File: src/rtl/hmf_pkg.sv
package hmf_pkg;

   localparam int DefMaxMessage = 4096;
   localparam int DefMaxDigits  = 4;

   localparam int ByteW     = 8;
   localparam int KindW     = 2;
   localparam int StatusW   = 3;
   localparam int HlenW     = 13;
   localparam int ClenW     = 14;
   localparam int RspDataW  = 40;
   localparam int RspPadW   = RspDataW - (ByteW + StatusW + HlenW + ClenW);

   localparam int KeyLen    = 16;
   localparam int KeyMatchW = 5;

   localparam logic [ByteW-1:0] CharCr = 8'h0d;
   localparam logic [ByteW-1:0] CharLf = 8'h0a;
   localparam logic [ByteW-1:0] Char0  = 8'h30;
   localparam logic [ByteW-1:0] Char9  = 8'h39;
   localparam logic [ByteW-1:0] CharC  = 8'h43;

   typedef enum logic [KindW-1:0] {
      KIND_HEADER  = 2'd0,
      KIND_BODY    = 2'd1,
      KIND_DROPPED = 2'd2
   } kind_type;

   typedef enum logic [StatusW-1:0] {
      STATUS_OK       = 3'd0,
      STATUS_NO_SEP   = 3'd1,
      STATUS_NO_KEY   = 3'd2,
      STATUS_ZERO_LEN = 3'd3,
      STATUS_MISMATCH = 3'd4
   } status_type;

   typedef struct packed {
      kind_type          kind;
      logic              done;
      status_type        status;
      logic [HlenW-1:0]  hlen;
      logic [ClenW-1:0]  clen;
      logic [ByteW-1:0]  data;
   } result_type;

   // "Content-Length: "
   function automatic logic [ByteW-1:0] key_char(input logic [3:0] idx);
      logic [ByteW-1:0] c;
      unique case (idx)
         4'd0:  c = 8'h43;  // C
         4'd1:  c = 8'h6f;  // o
         4'd2:  c = 8'h6e;  // n
         4'd3:  c = 8'h74;  // t
         4'd4:  c = 8'h65;  // e
         4'd5:  c = 8'h6e;  // n
         4'd6:  c = 8'h74;  // t
         4'd7:  c = 8'h2d;  // -
         4'd8:  c = 8'h4c;  // L
         4'd9:  c = 8'h65;  // e
         4'd10: c = 8'h6e;  // n
         4'd11: c = 8'h67;  // g
         4'd12: c = 8'h74;  // t
         4'd13: c = 8'h68;  // h
         4'd14: c = 8'h3a;  // :
         4'd15: c = 8'h20;  // space
      endcase
      return c;
   endfunction

   // bits needed for the largest n-digit decimal value
   function automatic int digits_width(input int n);
      longint p;
      p = 1;
      for (int i = 0; i < n; i++) begin
         p = p * 10;
      end
      return $clog2(p);
   endfunction

endpackage

File: src/rtl/hmf_scan.sv
module hmf_scan #(
   parameter int MAX_MESSAGE = hmf_pkg::DefMaxMessage,
   parameter int MAX_DIGITS  = hmf_pkg::DefMaxDigits
) (
   input  logic                           clock,
   input  logic                           reset,
   input  logic                           step,
   input  logic [hmf_pkg::ByteW-1:0]      data_byte,
   input  logic                           last_byte,
   output hmf_pkg::result_type            res
);
   import hmf_pkg::*;

   localparam int CountW      = $clog2(MAX_MESSAGE + 1);
   localparam int DigitCountW = $clog2(MAX_DIGITS + 1);
   localparam int ValueW      = digits_width(MAX_DIGITS);
   localparam int CmpW        = (CountW > ValueW) ? CountW : ValueW;

   logic [1:0]             sep_match_ff,    sep_match_in;
   logic                   sep_seen_ff,     sep_seen_in;
   logic [CountW-1:0]      header_count_ff, header_count_in;
   logic [KeyMatchW-1:0]   key_match_ff,    key_match_in;
   logic                   key_seen_ff,     key_seen_in;
   logic                   digits_open_ff,  digits_open_in;
   logic [DigitCountW-1:0] digit_count_ff,  digit_count_in;
   logic [ValueW-1:0]      length_value_ff, length_value_in;
   logic [CountW-1:0]      body_count_ff,   body_count_in;
   logic [CountW-1:0]      total_count_ff,  total_count_in;

   logic             is_digit;
   logic [3:0]       digit_val;
   logic [ByteW-1:0] digit_diff;
   logic             want_cr;
   logic             sep_hit;

   assign is_digit   = (data_byte >= Char0) && (data_byte <= Char9);
   assign digit_diff = data_byte - Char0;
   assign digit_val  = digit_diff[3:0];
   assign want_cr    = (sep_match_ff == 2'd0) || (sep_match_ff == 2'd2);
   assign sep_hit    = want_cr ? (data_byte == CharCr) : (data_byte == CharLf);

   always_comb begin
      sep_match_in    = sep_match_ff;
      sep_seen_in     = sep_seen_ff;
      header_count_in = header_count_ff;
      key_match_in    = key_match_ff;
      key_seen_in     = key_seen_ff;
      digits_open_in  = digits_open_ff;
      digit_count_in  = digit_count_ff;
      length_value_in = length_value_ff;
      body_count_in   = body_count_ff;
      total_count_in  = total_count_ff;
      res.kind        = KIND_HEADER;

      if (total_count_ff >= CountW'(MAX_MESSAGE)) begin
         res.kind = KIND_DROPPED;
      end else begin
         total_count_in = total_count_ff + 1'b1;
         if (sep_seen_ff) begin
            res.kind      = KIND_BODY;
            body_count_in = body_count_ff + 1'b1;
         end else begin
            header_count_in = header_count_ff + 1'b1;

            // length key and digit collector
            if (digits_open_ff) begin
               if (is_digit && (digit_count_ff < DigitCountW'(MAX_DIGITS))) begin
                  // x*10 as two shifts
                  length_value_in = (length_value_ff << 3) + (length_value_ff << 1)
                                    + ValueW'(digit_val);
                  digit_count_in  = digit_count_ff + 1'b1;
                  if (digit_count_in >= DigitCountW'(MAX_DIGITS)) begin
                     digits_open_in = 1'b0;
                  end
               end else begin
                  digits_open_in = 1'b0;
               end
            end else if (!key_seen_ff) begin
               if ((key_match_ff < KeyMatchW'(KeyLen)) &&
                   (data_byte == key_char(key_match_ff[3:0]))) begin
                  key_match_in = key_match_ff + 1'b1;
               end else begin
                  key_match_in = (data_byte == CharC) ? KeyMatchW'(1) : '0;
               end
               if (key_match_in == KeyMatchW'(KeyLen)) begin
                  key_seen_in    = 1'b1;
                  digits_open_in = 1'b1;
               end
            end

            // CR LF CR LF matcher
            if (sep_hit) begin
               if (sep_match_ff == 2'd3) begin
                  sep_match_in    = 2'd0;
                  sep_seen_in     = 1'b1;
                  header_count_in = header_count_ff - CountW'(3);  // drop the separator
                  digits_open_in  = 1'b0;
               end else begin
                  sep_match_in = sep_match_ff + 1'b1;
               end
            end else begin
               sep_match_in = (data_byte == CharCr) ? 2'd1 : 2'd0;
            end
         end
      end

      res.data   = data_byte;
      res.done   = last_byte;
      res.status = STATUS_OK;
      res.hlen   = '0;
      res.clen   = '0;
      if (last_byte) begin
         if (!sep_seen_in) begin
            res.status = STATUS_NO_SEP;
         end else begin
            res.hlen = HlenW'(header_count_in);
            if (!key_seen_in) begin
               res.status = STATUS_NO_KEY;
            end else begin
               res.clen = ClenW'(length_value_in);
               if (length_value_in == '0) begin
                  res.status = STATUS_ZERO_LEN;
               end else if (CmpW'(body_count_in) != CmpW'(length_value_in)) begin
                  res.status = STATUS_MISMATCH;
               end
            end
         end
      end
   end

   always_ff @(posedge clock) begin
      if (reset || (step && last_byte)) begin
         sep_match_ff    <= '0;
         sep_seen_ff     <= 1'b0;
         header_count_ff <= '0;
         key_match_ff    <= '0;
         key_seen_ff     <= 1'b0;
         digits_open_ff  <= 1'b0;
         digit_count_ff  <= '0;
         length_value_ff <= '0;
         body_count_ff   <= '0;
         total_count_ff  <= '0;
      end else if (step) begin
         sep_match_ff    <= sep_match_in;
         sep_seen_ff     <= sep_seen_in;
         header_count_ff <= header_count_in;
         key_match_ff    <= key_match_in;
         key_seen_ff     <= key_seen_in;
         digits_open_ff  <= digits_open_in;
         digit_count_ff  <= digit_count_in;
         length_value_ff <= length_value_in;
         body_count_ff   <= body_count_in;
         total_count_ff  <= total_count_in;
      end
   end

endmodule

File: src/rtl/http_message_framer.sv
// Frames an HTTP message streamed one byte per transfer, tlast on its final byte.
// Every input byte yields one output transfer in the cycle after it is taken, echoing
// the byte with its kind (header/separator, body, or dropped past MAX_MESSAGE).
// The transfer for the last byte carries tlast and the verdict: status, header
// length and the Content-Length value (first MAX_DIGITS digits). A byte is taken
// every cycle; the per-byte state update (separator matcher, key matcher, digit
// accumulator, counters) is combinational, and a single output register holds a
// result while rsp_tready is low, so input stalls only while that register is full
// and not being drained. Framing state clears after each last byte.
module http_message_framer #(
   parameter int MAX_MESSAGE = hmf_pkg::DefMaxMessage,
   parameter int MAX_DIGITS  = hmf_pkg::DefMaxDigits
) (
   input  logic                             clock,
   input  logic                             reset,
   input  logic                             req_tvalid,
   output logic                             req_tready,
   input  logic [hmf_pkg::ByteW-1:0]        req_tdata,   // [7:0] data_byte
   input  logic                             req_tlast,   // last_byte
   output logic                             rsp_tvalid,
   input  logic                             rsp_tready,
   // [7:0] byte_out, [10:8] status, [23:11] header_length,
   // [37:24] content_length, [39:38] zero
   output logic [hmf_pkg::RspDataW-1:0]     rsp_tdata,
   output logic [hmf_pkg::KindW-1:0]        rsp_tuser,   // byte_kind
   output logic                             rsp_tlast    // done_res
);
   import hmf_pkg::*;

   logic       req_take;
   logic       rsp_valid_ff, rsp_valid_in;
   result_type res_ff, res_in;

   assign req_tready   = !rsp_valid_ff || rsp_tready;
   assign req_take     = req_tvalid && req_tready;
   assign rsp_valid_in = req_take || (rsp_valid_ff && !rsp_tready);

   hmf_scan #(
      .MAX_MESSAGE (MAX_MESSAGE),
      .MAX_DIGITS  (MAX_DIGITS)
   ) u_scan (
      .clock     (clock),
      .reset     (reset),
      .step      (req_take),
      .data_byte (req_tdata),
      .last_byte (req_tlast),
      .res       (res_in)
   );

   always_ff @(posedge clock) begin
      if (reset) begin
         rsp_valid_ff <= 1'b0;
      end else begin
         rsp_valid_ff <= rsp_valid_in;
      end
   end

   always_ff @(posedge clock) begin
      if (req_take) begin
         res_ff <= res_in;
      end
   end

   assign rsp_tvalid = rsp_valid_ff;
   assign rsp_tdata  = {RspPadW'(0), res_ff.clen, res_ff.hlen, res_ff.status, res_ff.data};
   assign rsp_tuser  = res_ff.kind;
   assign rsp_tlast  = res_ff.done;

endmodule
File: config.mk
export PLATFORM = sky130hd
export DESIGN_NAME = http_message_framer
export DESIGN_NICKNAME = d
export VERILOG_FILES = /design/src/rtl/hmf_pkg.sv /design/src/rtl/hmf_scan.sv /design/src/rtl/http_message_framer.sv
export SDC_FILE = /design/constraint.sdc
export NUM_CORES = 1
export LEC_CHECK = 0
export BUFFER_PORTS_ARGS = -buffer_cell sky130_fd_sc_hd__buf_2
export CELL_PAD_IN_SITES_DETAIL_PLACEMENT = 1
export CELL_PAD_IN_SITES_GLOBAL_PLACEMENT = 1
export CORE_UTILIZATION = 27
export DETAILED_ROUTE_END_ITERATION = 6
export PLACE_DENSITY_LB_ADDON = 0.12
export SKIP_CTS_REPAIR_TIMING = 1
export SLEW_MARGIN = 20
export SYNTH_ARGS = -nofsm -noshare
export SYNTH_HDL_FRONTEND = slang
export SYNTH_SLANG_ARGS = --single-unit
File: constraint.sdc
create_clock -name clock -period 7.1 [get_ports clock]
set_input_delay 1.42 -clock clock [delete_from_list [all_inputs] [get_ports clock]]
set_output_delay 1.42 -clock clock [all_outputs]
set_load 0.005 [all_outputs]
* After elaboration in Yosys (flattened, before gate mapping)
Memories as Yosys holds them, arrays and structs flattened. A register that Yosys moved wholly into a read port is not among the register bits. Index checks and enable logic that the tools add are counted.
Cells by class: add/subtract/negate cells 10, multiply operators 0, div/mod/pow operators 0, magnitude comparators 6, equality and inequality tests 8, shifts and indexed selects 0, mux-type cells 46, bitwise operators 7, reductions and logical operators 21
Operators with widths (number):
- 13-bit 2-to-1 mux | 6
- 14-bit 2-to-1 mux | 4
- 13-bit by 1-bit adder with 13-bit output, second input constant | 3
- 8-bit 2-to-1 mux | 4
- 5-bit 2-to-1 mux | 5
- 1-bit 2-to-1 mux | 20
- 8-bit by 4-bit equality test with 1-bit output, second input constant | 2
- 14-bit adder | 1
- 14-bit by 4-bit adder with 14-bit output | 1
- 14-bit zero test | 1
- 13-bit by 14-bit != test with 1-bit output | 1
- 13-bit >= comparator, second input constant | 1
- 13-bit by 2-bit subtractor with 13-bit output, second input constant | 1
- 5-bit AND reduction | 2
- 8-bit by 7-bit equality test with 1-bit output, second input constant | 1
- 8-bit equality test | 1
- 8-bit by 6-bit >= comparator with 1-bit output, second input constant | 1
- 8-bit by 6-bit less-or-equal comparator with 1-bit output, second input constant | 1
- 2-bit 2-to-1 mux | 4
- 4-bit 2-to-1 mux | 2
- 1-bit inverter | 7
- 1-bit logical AND | 6
- 3-bit AND reduction | 2
- 5-bit by 1-bit adder with 5-bit output, second input constant | 1
- other kinds (14) | 20
Storage, ports and cells: register bits 108, bits in latches 0, bits in writable memories 0, ROM bits 112, input bits 13, output and inout bits 45, word-level logic and storage cells 118, memories kept 1
Memory list:
- (name not given) | depth 16, bits a word 7, rd ports 1, clocked after Yosys merged registers in 1, write ports 0, RTL line hmf_pkg.sv:49 | unique case (idx)

* Depth between registers and ports, before layout
Gate-level depths: netlist of the first run.
depth after elaboration 19, depth in mapped cells 13, mapped depth without buffers 13

* By module
A second synthesis of the first run with hierarchy kept.
Unflattened totals: cell total of the unflattened synthesis 708, area total of the unflattened synthesis 6488.7 um^2
Modules (own cells, without submodules):
- hmf_scan | instances 1, cells an instance 659, area each 5183.7 um^2, seq. area each 1461.4 um^2
- http_message_framer | instances 1, cells an instance 49, area each 1305.0 um^2, seq. area each 1251.2 um^2

* Worst setup path before layout of the first run
Ideal clock, no wire load.
kind input to register, start input req_tdata[3] (netlist name), end register res_ff (netlist bit rsp_tdata[10]) (data pin), setup time 0.259 ns, arrival 4.484 ns, data required time 6.841 ns, slack 2.357 ns, stages on the path 13, buffers on the path 0, path through inv_1 > fa_1 > inv_1 > ha_1 > a211oi_1 > nor2_1 > xor2_1 > mux2_2 > xnor2_1 > a2111oi_0 > nand4_1 > or4_1 > o31a_1
On the way: longest elaborated chain between the ends 15, elaborated cells on any way between the ends 37, classes of those cells add/sub (2); order compare (2); eq/ne (6); mux (20); bitwise (2); reduce/logical (5)
RTL lines:
- start: declaration | RTL line http_message_framer.sv:18 | input logic [hmf_pkg::ByteW-1:0] req_tdata,
- parallel branches: the longest is 15 deep, another holds 14-bit by 4-bit adder with 14-bit output
- end signal: assignment | RTL line http_message_framer.sv:60 | res_ff <= res_in;
- end: declaration | RTL line http_message_framer.sv:32 | result_type res_ff, res_in;
Parallel ways; which one is timed is not known. The select of a mux whose other input is x is not followed. A chain may end at the register's enable or synchronous reset.

* Final worst setup path of the first run
Same ends and word-level chain as after synthesis.

==> impl_metrics.env, run 1 <==
export IMPL_whs_ps=463
export IMPL_tightestPinTransition_ps=811
export IMPL_hold_start="u_scan.digit_count_ff[1]$_SDFFE_PP0P_"
export IMPL_cts_tree="yes"
export IMPL_setup_viol=0
export IMPL_power_density_mw_per_mm2=221
export IMPL_initial_utilization_pct=27.8
export IMPL_syn_inst=698
export IMPL_rsz0062_at_grt="no"
export IMPL_drv_cap=0
export IMPL_start_kind="input pin"
export IMPL_drc=0
export IMPL_synthesis_area_sq_mm=0.00637
export IMPL_placed_cell_area_sq_mm=0.00694
export IMPL_dp_hpwl_mm=12.6
export IMPL_grt_pass1_vias=5560
export IMPL_root_buffer="clkbuf_16"
export IMPL_setup_slack_ps=2330
export IMPL_grt_max_degree=49
export IMPL_dieArea_sq_mm=0.0242
export IMPL_num_rows=55
export IMPL_num_antenna_cells=0
export IMPL_end_kind="flop"
export IMPL_die_w_microns=156
export IMPL_drt_vias_per_instance=4.84
export IMPL_synth_top_cell_by_area="dfxtp_1"
export IMPL_drt_iter0_drc=195
export IMPL_crit_type="input pin to flop"
export IMPL_crit_start="req_tdata[3]"
export IMPL_fin_cells=1074
export IMPL_min_path_type="flop to flop"
export IMPL_io_buffers=55
export IMPL_ant_nets=0
export IMPL_clkTransAtPathRegs_ps=60
export IMPL_die_height_microns=156
export IMPL_synthArstFlopShare_pct=0
export IMPL_max_freq_ghz=0.210
export IMPL_min_period_ps=4770
export IMPL_cts_htree_levels=4
export IMPL_yosysTopAreaCellShare_pct=23.2
export IMPL_period_share_pct=67.2
export IMPL_ir_drop_mv=0.129
export IMPL_cts_buffers=17
export IMPL_final_core_util_pct=32.9
export IMPL_ff_latch_area_sq_mm=0.00271
export IMPL_fin_nets=799
export IMPL_clk_latency_ps=430
export IMPL_yosysMostFrequentCell="nor2_1"
export IMPL_synth_distinct_cells=73
export IMPL_first_pass_iters=6
export IMPL_clock_sinks=115
export IMPL_rr_startpoint="u_scan.length_value_ff[0]$_SDFFE_PP0P_"
export IMPL_wl_mm=17.4
export IMPL_clock_tree_buffer_depth=2
export IMPL_io_pins=58
export IMPL_synthFlopType="dfxtp_1"
export IMPL_fin_worst_skew_ps=15.7
export IMPL_grt_usage_pct=15.2
export IMPL_cp_data_required_time_ps=7270
export IMPL_synth_area_leaders="dfxtp_1 (23%), edfxtp_1 (19%), ha_1 (7.1%)"
export IMPL_leakage_nw=2.97
export IMPL_multi_input_area_sq_mm=0.00345
export IMPL_vias=5203
export IMPL_crit_fanout=5
export IMPL_slew_violations=0
export IMPL_dp_cells=1042
export IMPL_fin_tns_setup_ps=0
export IMPL_relSlewSlack_pct=46.0
export IMPL_grt_overflow=0
export IMPL_core_sq_mm=0.0229
export IMPL_yosysSeqAreaShare_pct=42.6
export IMPL_p_total_mw=1.67
export IMPL_place_gp_congestion=0.813
export IMPL_drive_gt1_share_pct=15.1
export IMPL_syn_to_final_growth_pct=18.2
export IMPL_dp_slack_ps=1860
export IMPL_ys_seq_elements=115
export IMPL_yosysWarnings=0
export IMPL_status="finished, final reports clean"
export IMPL_yosys_top_cells_count="nor2_1 (105), dfxtp_1 (74), nand2_1 (65), edfxtp_1 (41), xnor2_1 (41)"
export IMPL_num_fill_cells=2681
export IMPL_synth_avg_cell_area_sq_um=9.13
export IMPL_wl_per_cell_microns=16.2
export IMPL_stdcell_area_sq_mm=0.00753
export IMPL_finalHoldViolations=0
export IMPL_grt_pass1_wl_mm=28.5
export IMPL_arrival_ps=4930
export IMPL_grt_antenna_before_repair=0
export IMPL_synth_edf_count=41
## worst max-delay path: stages
cell and delay (ps):
buf_2 140, inv_1 90, fa_1 590, inv_1 60, ha_1 280, a211oi_1 360, nor2_1 110, xor2_1 180
mux2_2 300, xnor2_1 120, a2111oi_0 410, nand4_1 140, or4_1 480, o31a_1 240
## worst paths after layout
check | end | slack, ps | depth (start not counted)
max | rsp_tdata[10]$_SDFFCE_PP0P_ | 2330 | 14
min | u_scan.digit_count_ff[1]$_SDFFE_PP0P_ | 460 | 2
min reg2reg | u_scan.digit_count_ff[1]$_SDFFE_PP0P_ | 460 | 2
max reg2reg | rsp_tdata[10]$_SDFFCE_PP0P_ | 3090 | 13
## flip-flops by register name (all words and copies together), names as in the netlist, 2 cells and up, named ones only
register and count:
u_scan.sep_match_ff 2, u_scan.header_count_ff 13, rsp_tuser 2, u_scan.digit_count_ff 3, u_scan.total_count_ff 13, u_scan.key_match_ff 5
u_scan.body_count_ff 13, rsp_tdata 38, u_scan.length_value_ff 14
## logic make-up (layout without fill, tap and decap cells)
logic type | Yosys count | in the layout | share of synthesized area, %
adders and majority gates | 39 | 39 | 7.87
other | 1 | 2 | 0.0588
xor gates and xnor gates | 78 | 78 | 10.7
and+or+nand+nor | 286 | 286 | 22.0
buffers and inverters | 49 | 111 | 3.34
AOI/OAI and AO/OA | 116 | 116 | 11.2
DFF | 115 | 115 | 42.6
muxes | 14 | 14 | 2.26
## area by class of cell
type	count	area share, %
clock buffers	24	6.96
flip-flops and latches	115	36.0
repair buffers	60	4.15
well taps	313	5.20
clock inverters	8	0.930
inverters	19	0.947
multi-input cells	535	45.8
## per-layer routing
layer	global-route usage (%)	share of wire (%)	vias to the layer above
met3	3.36	3.1	27
met4	5.74	1.8	0
met5	0	0	-
met1	18.9	47	2546
met2	25.8	48	85
li1	-	-	2545
## power by group
group / switching (mW) / leakage, nW / total [mW] / internal, mW
sequential: 0.00911 / 1.00 / 0.708 / 0.699
combinational: 0.0649 / 1.68 / 0.0998 / 0.0349
clock: 0.309 / 0.292 / 0.857 / 0.547
total: 0.383 / 2.97 / 1.67 / 1.28
## layout by cell type (no fill, tap or decap), drive strengths merged, types with 17 or more instances in the layout
| master | netlist | routed |
|---|---|---|
| a21oi | 40 | 40 |
| buf | 11 | 60 |
| clkbuf | 19 | 24 |
| dfxtp | 74 | 74 |
| edfxtp | 41 | 41 |
| ha | 36 | 36 |
| inv | 18 | 18 |
| nand2 | 65 | 65 |
| nand3 | 17 | 17 |
| nor2 | 107 | 107 |
| o21ai | 28 | 28 |
| xnor2 | 41 | 41 |
| xor2 | 37 | 37 |
(Power assumes the default switching activity.)
==> run 2: changes to the inputs <==
--- a/config.mk
+++ b/config.mk
@@ -5,6 +5,7 @@
 export SDC_FILE = /design/constraint.sdc
 export NUM_CORES = 1
 export LEC_CHECK = 0
+export ABC_AREA = 1
 export BUFFER_PORTS_ARGS = -buffer_cell sky130_fd_sc_hd__buf_2
 export CELL_PAD_IN_SITES_DETAIL_PLACEMENT = 1
 export CELL_PAD_IN_SITES_GLOBAL_PLACEMENT = 1
==> constraint.sdc (replaced) <==
create_clock -name clock -period 4.2 [get_ports clock]
set_input_delay 0.84 -clock clock [delete_from_list [all_inputs] [get_ports clock]]
set_output_delay 0.84 -clock clock [all_outputs]
set_load 0.005 [all_outputs]
==> impl_metrics.env, run 2 <==
export IMPL_leakage_nw=3.94
export IMPL_cp_common_cell="nand2_1"
export IMPL_root_buffer="clkbuf_16"
export IMPL_crit_type="input pin to flop"
export IMPL_grt_max_degree=57
export IMPL_ant_nets=0
export IMPL_grt_overflow=0
export IMPL_p_sw_share_pct=27.7
export IMPL_drv_cap=0
export IMPL_min_path_type="flop to flop"
export IMPL_path_delay_family="simple AND/OR/NAND/NOR gates"
export IMPL_dieArea_sq_mm=0.0273
export IMPL_drt_vias_per_instance=4.58
export IMPL_yosys_top_cells_count="nand2_1 (248), inv_1 (157), nor2_1 (79), dfxtp_1 (74), nand3_1 (73)"
export IMPL_yosysMostFrequentCell="nand2_1"
export IMPL_clk_latency_ps=420
export IMPL_p_int_mw=2.18
export IMPL_place_gp_congestion=0.771
export IMPL_num_antenna_cells=0
export IMPL_io_buffers=55
export IMPL_grt_usage_pct=16.2
export IMPL_final_common_cell="nand2_1"
export IMPL_synthArstFlopShare_pct=0
export IMPL_yosysSeqAreaShare_pct=37.6
export IMPL_clock_tree_buffer_depth=2
export IMPL_clkTransAtPathRegs_ps=60
export IMPL_initial_utilization_pct=27.6
export IMPL_rsz0062_at_grt="no"
export IMPL_fin_nets=1109
export IMPL_largest_reg_flops=38
export IMPL_die_w_microns=165
export IMPL_drt_iter0_drc=247
export IMPL_cp_data_required_time_ps=4380
export IMPL_synthesis_area_sq_mm=0.00721
export IMPL_yosysWarnings=0
export IMPL_tightestPinTransition_ps=643
export IMPL_num_rows=59
export IMPL_arrival_ps=3400
export IMPL_wl_mm=20.6
export IMPL_grt_pass1_vias=6336
export IMPL_slew_violations=0
export IMPL_fin_tns_setup_ps=0
export IMPL_fin_worst_skew_ps=10.1
export IMPL_syn_inst=1001
export IMPL_clock_sinks=115
export IMPL_crit_fanout=5
export IMPL_p_seq_share_pct=41.5
export IMPL_start_kind="input pin"
export IMPL_cts_htree_levels=4
export IMPL_dp_hpwl_mm=15.6
export IMPL_critical_path_buf_inv_count=5
export IMPL_first_pass_iters=6
export IMPL_synthFlopType="dfxtp_1"
export IMPL_cts_tree="yes"
export IMPL_synth_area_leaders="dfxtp_1 (21%), edfxtp_1 (17%), nand2_1 (13%)"
export IMPL_vias=6446
export IMPL_synth_distinct_cells=50
export IMPL_io_pins=58
export IMPL_grt_antenna_before_repair=0
export IMPL_ir_drop_mv=0.186
export IMPL_placed_cell_area_sq_mm=0.00783
export IMPL_grt_pass1_wl_mm=33.9
export IMPL_status="finished, violations left"
export IMPL_wl_per_cell_microns=14.6
export IMPL_num_fill_cells=3302
export IMPL_relSlewSlack_pct=57.2
export IMPL_drc=10
export IMPL_slowest_stage="fa_1"
export IMPL_p_sw_uw=836
export IMPL_finalHoldViolations=0
export IMPL_setup_viol=0
export IMPL_core_sq_mm=0.0261
export IMPL_period_share_pct=76.9
export IMPL_clockPowerShare_pct=45.8
export IMPL_yosysTopAreaCellShare_pct=20.6
export IMPL_stdcell_area_sq_mm=0.00838
export IMPL_synth_edf_count=41
export IMPL_syn_to_final_growth_pct=16.3
export IMPL_synth_top_cell_by_area="dfxtp_1"
export IMPL_min_period_ps=3230
export IMPL_mostFrequentLayoutCells="nand2_1 (248), inv_1 (157), nor2_1 (79)"
export IMPL_end_kind="flop"
export IMPL_drive_gt1_share_pct=12.4
export IMPL_cts_buffers=17
export IMPL_synth_avg_cell_area_sq_um=7.20
export IMPL_combPwrFrac_pct=12.8
export IMPL_ys_seq_elements=115
export IMPL_worst_path_largest_cell_delay_ps=520
export IMPL_die_height_microns=165
export IMPL_path_cells="buf_2 -> inv_2 -> fa_1 -> fa_1 -> inv_1 -> nand3_1 -> nand2_1 -> nand2_1 -> nand2_1 -> nand2_1 -> nand2_1 -> nand2_1 -> nand2_1 -> nand2_1 -> nor2_1 -> nand3_1 -> nand2_1 -> inv_1 -> nand2_1 -> inv_1"
export IMPL_power_density_mw_per_mm2=361
export IMPL_violations="design-rule violations"
export IMPL_max_freq_ghz=0.310
## run 2: layout make-up
cell class                      instances  area [sq um]  share of cell area [%]
Multi-Input combinational cell        697          3750                    44.7
Sequential cell                       115          2710                    32.4
Clock inverter                          9          80.1                   0.956
Clock buffer                           23           468                    5.59
Inverter                              165           622                    7.42
Timing Repair Buffer                   62           328                    3.91
Tap cell                              335           419                    5.00
## run 2: through the flow
| step | setup slack (ps) | cells | utilization (%) | power, mW | hold slack, ps |
|---|---|---|---|---|---|
| after floorplan | 1020 | 1002 | - | 1.54 | 426 |
| after global placement | 609 | 1374 | 30.0 | 1.67 | 448 |
| after detailed placement | 527 | 1374 | 30.0 | 1.67 | 450 |
| after CTS | 971 | 1406 | 32.1 | 3.08 | 459 |
| after global routing | 704 | 1406 | 32.1 | 3.19 | 472 |
| final | 972 | 1406 | 32.1 | 3.02 | 456 |
## run 2: cell families (layout without fill, tap and decap cells)
group	Yosys count	after routing	share of synthesized area, %
other	1	2	0.0520
AND/OR/NAND/NOR	471	471	29.6
adder cells (fa/ha/maj)	38	38	6.81
AO/OA/AOI/OAI	162	162	12.5
buffers and inverters	190	259	10.4
multiplexers	2	2	0.295
XOR/XNOR	22	22	2.67
flip-flops	115	115	37.6
## run 2: worst paths after layout
check | cells after the start | slack, ps | endpoint | from
hold / removal | 1 | 460 | u_scan.total_count_ff[11]$_SDFFE_PP0P_ | u_scan.total_count_ff[11]$_SDFFE_PP0P_
setup / recovery | 20 | 970 | rsp_tdata[10]$_SDFFCE_PP0P_ | req_tdata[3]
setup reg to reg | 19 | 1160 | rsp_tdata[10]$_SDFFCE_PP0P_ | u_scan.length_value_ff[0]$_SDFFE_PP0P_
hold reg to reg | 1 | 460 | u_scan.total_count_ff[11]$_SDFFE_PP0P_ | u_scan.total_count_ff[11]$_SDFFE_PP0P_
## run 2: power groups by stage
stage / clock network (mW) / registers, mW / logic (mW)
finish: 1.38 / 1.25 / 0.386
global route: 1.48 / 1.26 / 0.450
CTS: 1.43 / 1.25 / 0.396
detailed placement: 0 / 1.28 / 0.394
global placement: 0 / 1.28 / 0.389
floorplan: 0 / 1.26 / 0.274
## run 2: per-layer routing
metal  global-route usage [%]  vias up  share of wire (%)
li1                         -     3364                  -
met1                     21.8     2999                 51
met2                     26.3       63                 46
met3                     2.50       20                2.1
met4                     5.50        0                1.4
met5                        0        -                  0
==> run 3: changes to the inputs <==
--- a/config.mk
+++ b/config.mk
@@ -5,7 +5,7 @@
 export SDC_FILE = /design/constraint.sdc
 export NUM_CORES = 1
 export LEC_CHECK = 0
-export ABC_AREA = 1
+export ABC_AREA = 0
 export BUFFER_PORTS_ARGS = -buffer_cell sky130_fd_sc_hd__buf_2
 export CELL_PAD_IN_SITES_DETAIL_PLACEMENT = 1
 export CELL_PAD_IN_SITES_GLOBAL_PLACEMENT = 1
==> constraint.sdc (replaced) <==
create_clock -name clock -period 2.8 [get_ports clock]
set_input_delay 0.56 -clock clock [delete_from_list [all_inputs] [get_ports clock]]
set_output_delay 0.56 -clock clock [all_outputs]
set_load 0.005 [all_outputs]
==> impl_metrics.env, run 3 (synthesis results as in run 1) <==
export IMPL_status="finished, violations left"
export IMPL_violations="negative setup slack"
export IMPL_min_period_ps=3660
export IMPL_cts_buffers=17
export IMPL_dp_hpwl_mm=14.5
export IMPL_setup_slack_ps=-860
export IMPL_dieArea_sq_mm=0.0242
export IMPL_dp_slack_ps=-1220
export IMPL_fin_cells=1207
export IMPL_clkTransAtPathRegs_ps=50
export IMPL_io_buffers=55
export IMPL_cts_htree_levels=4
export IMPL_clock_sinks=115
export IMPL_grt_max_degree=64
export IMPL_ir_drop_mv=0.311
export IMPL_drt_iter0_drc=164
export IMPL_max_freq_ghz=0.273
export IMPL_initial_utilization_pct=27.8
export IMPL_fin_nets=933
export IMPL_clock_tree_buffer_depth=2
export IMPL_cts_tree="yes"
export IMPL_finalHoldViolations=0
export IMPL_core_sq_mm=0.0229
export IMPL_relSlewSlack_pct=42.0
export IMPL_slew_violations=0
export IMPL_critical_path_buf_inv_count=4
export IMPL_tightestPinTransition_ps=870
export IMPL_first_pass_iters=4
export IMPL_final_common_cell="buf_4"
export IMPL_syn_to_final_growth_pct=40.5
export IMPL_setup_viol=10
export IMPL_end_kind="flop"
export IMPL_whs_ps=329
export IMPL_largest_reg_flops=38
export IMPL_clk_latency_ps=410
export IMPL_power_density_mw_per_mm2=489
export IMPL_crit_fanout=2
export IMPL_ant_nets=0
export IMPL_period_share_pct=131
export IMPL_num_rows=55
export IMPL_arrival_ps=3820
export IMPL_drv_cap=0
export IMPL_root_buffer="clkbuf_16"
export IMPL_slowest_stage="fa_1"
export IMPL_path_delay_family="compound AO/OA/AOI/OAI gates"
export IMPL_grt_pass1_wl_mm=31.8
export IMPL_drc=0
export IMPL_wl_mm=19.7
export IMPL_fin_worst_skew_ps=6.85
export IMPL_cp_data_required_time_ps=2960
export IMPL_grt_pass1_vias=6172
export IMPL_grt_usage_pct=16.9
export IMPL_crit_type="input pin to flop"
export IMPL_drive_gt1_share_pct=35.3
export IMPL_mostFrequentLayoutCells="buf_4 (136), nor2_1 (102), dfxtp_1 (70)"
export IMPL_io_pins=58
export IMPL_grt_antenna_before_repair=0
export IMPL_wl_per_cell_microns=16.4
export IMPL_num_antenna_cells=0
export IMPL_worst_path_largest_cell_delay_ps=580
export IMPL_leakage_nw=3.70
export IMPL_start_kind="input pin"
export IMPL_path_cells="buf_2 -> inv_8 -> fa_1 -> inv_2 -> ha_4 -> a211oi_4 -> buf_4 -> o21ai_2 -> and3_4 -> a311oi_4 -> xnor2_1 -> nor2_1 -> a21o_2 -> or4_4 -> o31a_1"
export IMPL_dp_cells=1173
export IMPL_die_height_microns=156
export IMPL_drt_vias_per_instance=4.70
export IMPL_min_path_type="input pin to flop"
export IMPL_vias=5677
export IMPL_p_total_mw=4.38
export IMPL_die_w_microns=156
export IMPL_place_gp_congestion=0.811
export IMPL_grt_overflow=0
export IMPL_rsz0062_at_grt="yes"
==> run 3: cell types whose count changed in the layout (fill, tap and decap cells not counted), sizes merged, moves of 37 or more <==
cell / previous run / this run
xnor2: 4 / 41
nand3: 74 / 17
nand2: 255 / 65
inv: 166 / 18
buf: 62 / 194
==> run 3: where the power goes <==
group | internal [mW] | total [mW] | switching [mW]
Clock | 1.43 | 2.22 | 0.792
Sequential | 1.77 | 1.79 | 0.0180
Combinational | 0.160 | 0.367 | 0.207
==> run 3: stage by stage <==
stage / TNS [ps] / util (%) / area [sq um]
finish: -3200 / 39.1 / 8950
global route: -4830 / 39.1 / 8950
CTS: -5230 / 37.6 / 8610
detailed placement: -14690 / 35.0 / 8010
global placement: -13550 / 35.0 / 8010
floorplan: -1590 / - / 6470
==> run 3: layout make-up <==
type                       instances  area [sq um]
fill                            2638         14000
multi-input combinational        535          3840
sequential                       115          2720
timing repair buffer             194          1330
clock buffer                      22           497
tap                              313           392
clock inverter                     9           100
inverter                          19          78.8
==> run 3: worst register-to-register path, stage by stage, from the launching register on <==
cell	delay, ps
dfxtp_2	330
inv_2	40
fa_1	540
inv_2	60
ha_4	220
a211oi_4	290
buf_4	170
o21ai_2	70
and3_4	210
a311oi_4	240
xnor2_1	170
nor2_1	100
a21o_2	200
or4_4	470
o31a_1	290
==> run 3: layer usage <==
metal  wire length (microns)  GRT usage, %
met5                       0             0
met4                     315          5.04
met3                     392          3.19
met2                   10000          30.5
met1                    8990          20.3
==> run 3: final timing paths <==
check / startpoint / endpoint / slack [ps] / depth (start not counted)
setup / recovery: req_tdata[3] / rsp_tdata[10]$_SDFFCE_PP0P_ / -860 / 15
hold / removal: reset / rsp_tvalid$_SDFF_PP0_ / 330 / 2
setup reg to reg: u_scan.length_value_ff[0]$_SDFFE_PP0P_ / rsp_tdata[10]$_SDFFCE_PP0P_ / -850 / 14
hold reg to reg: u_scan.key_match_ff[4]$_SDFFE_PP0P_ / u_scan.key_match_ff[4]$_SDFFE_PP0P_ / 470 / 2
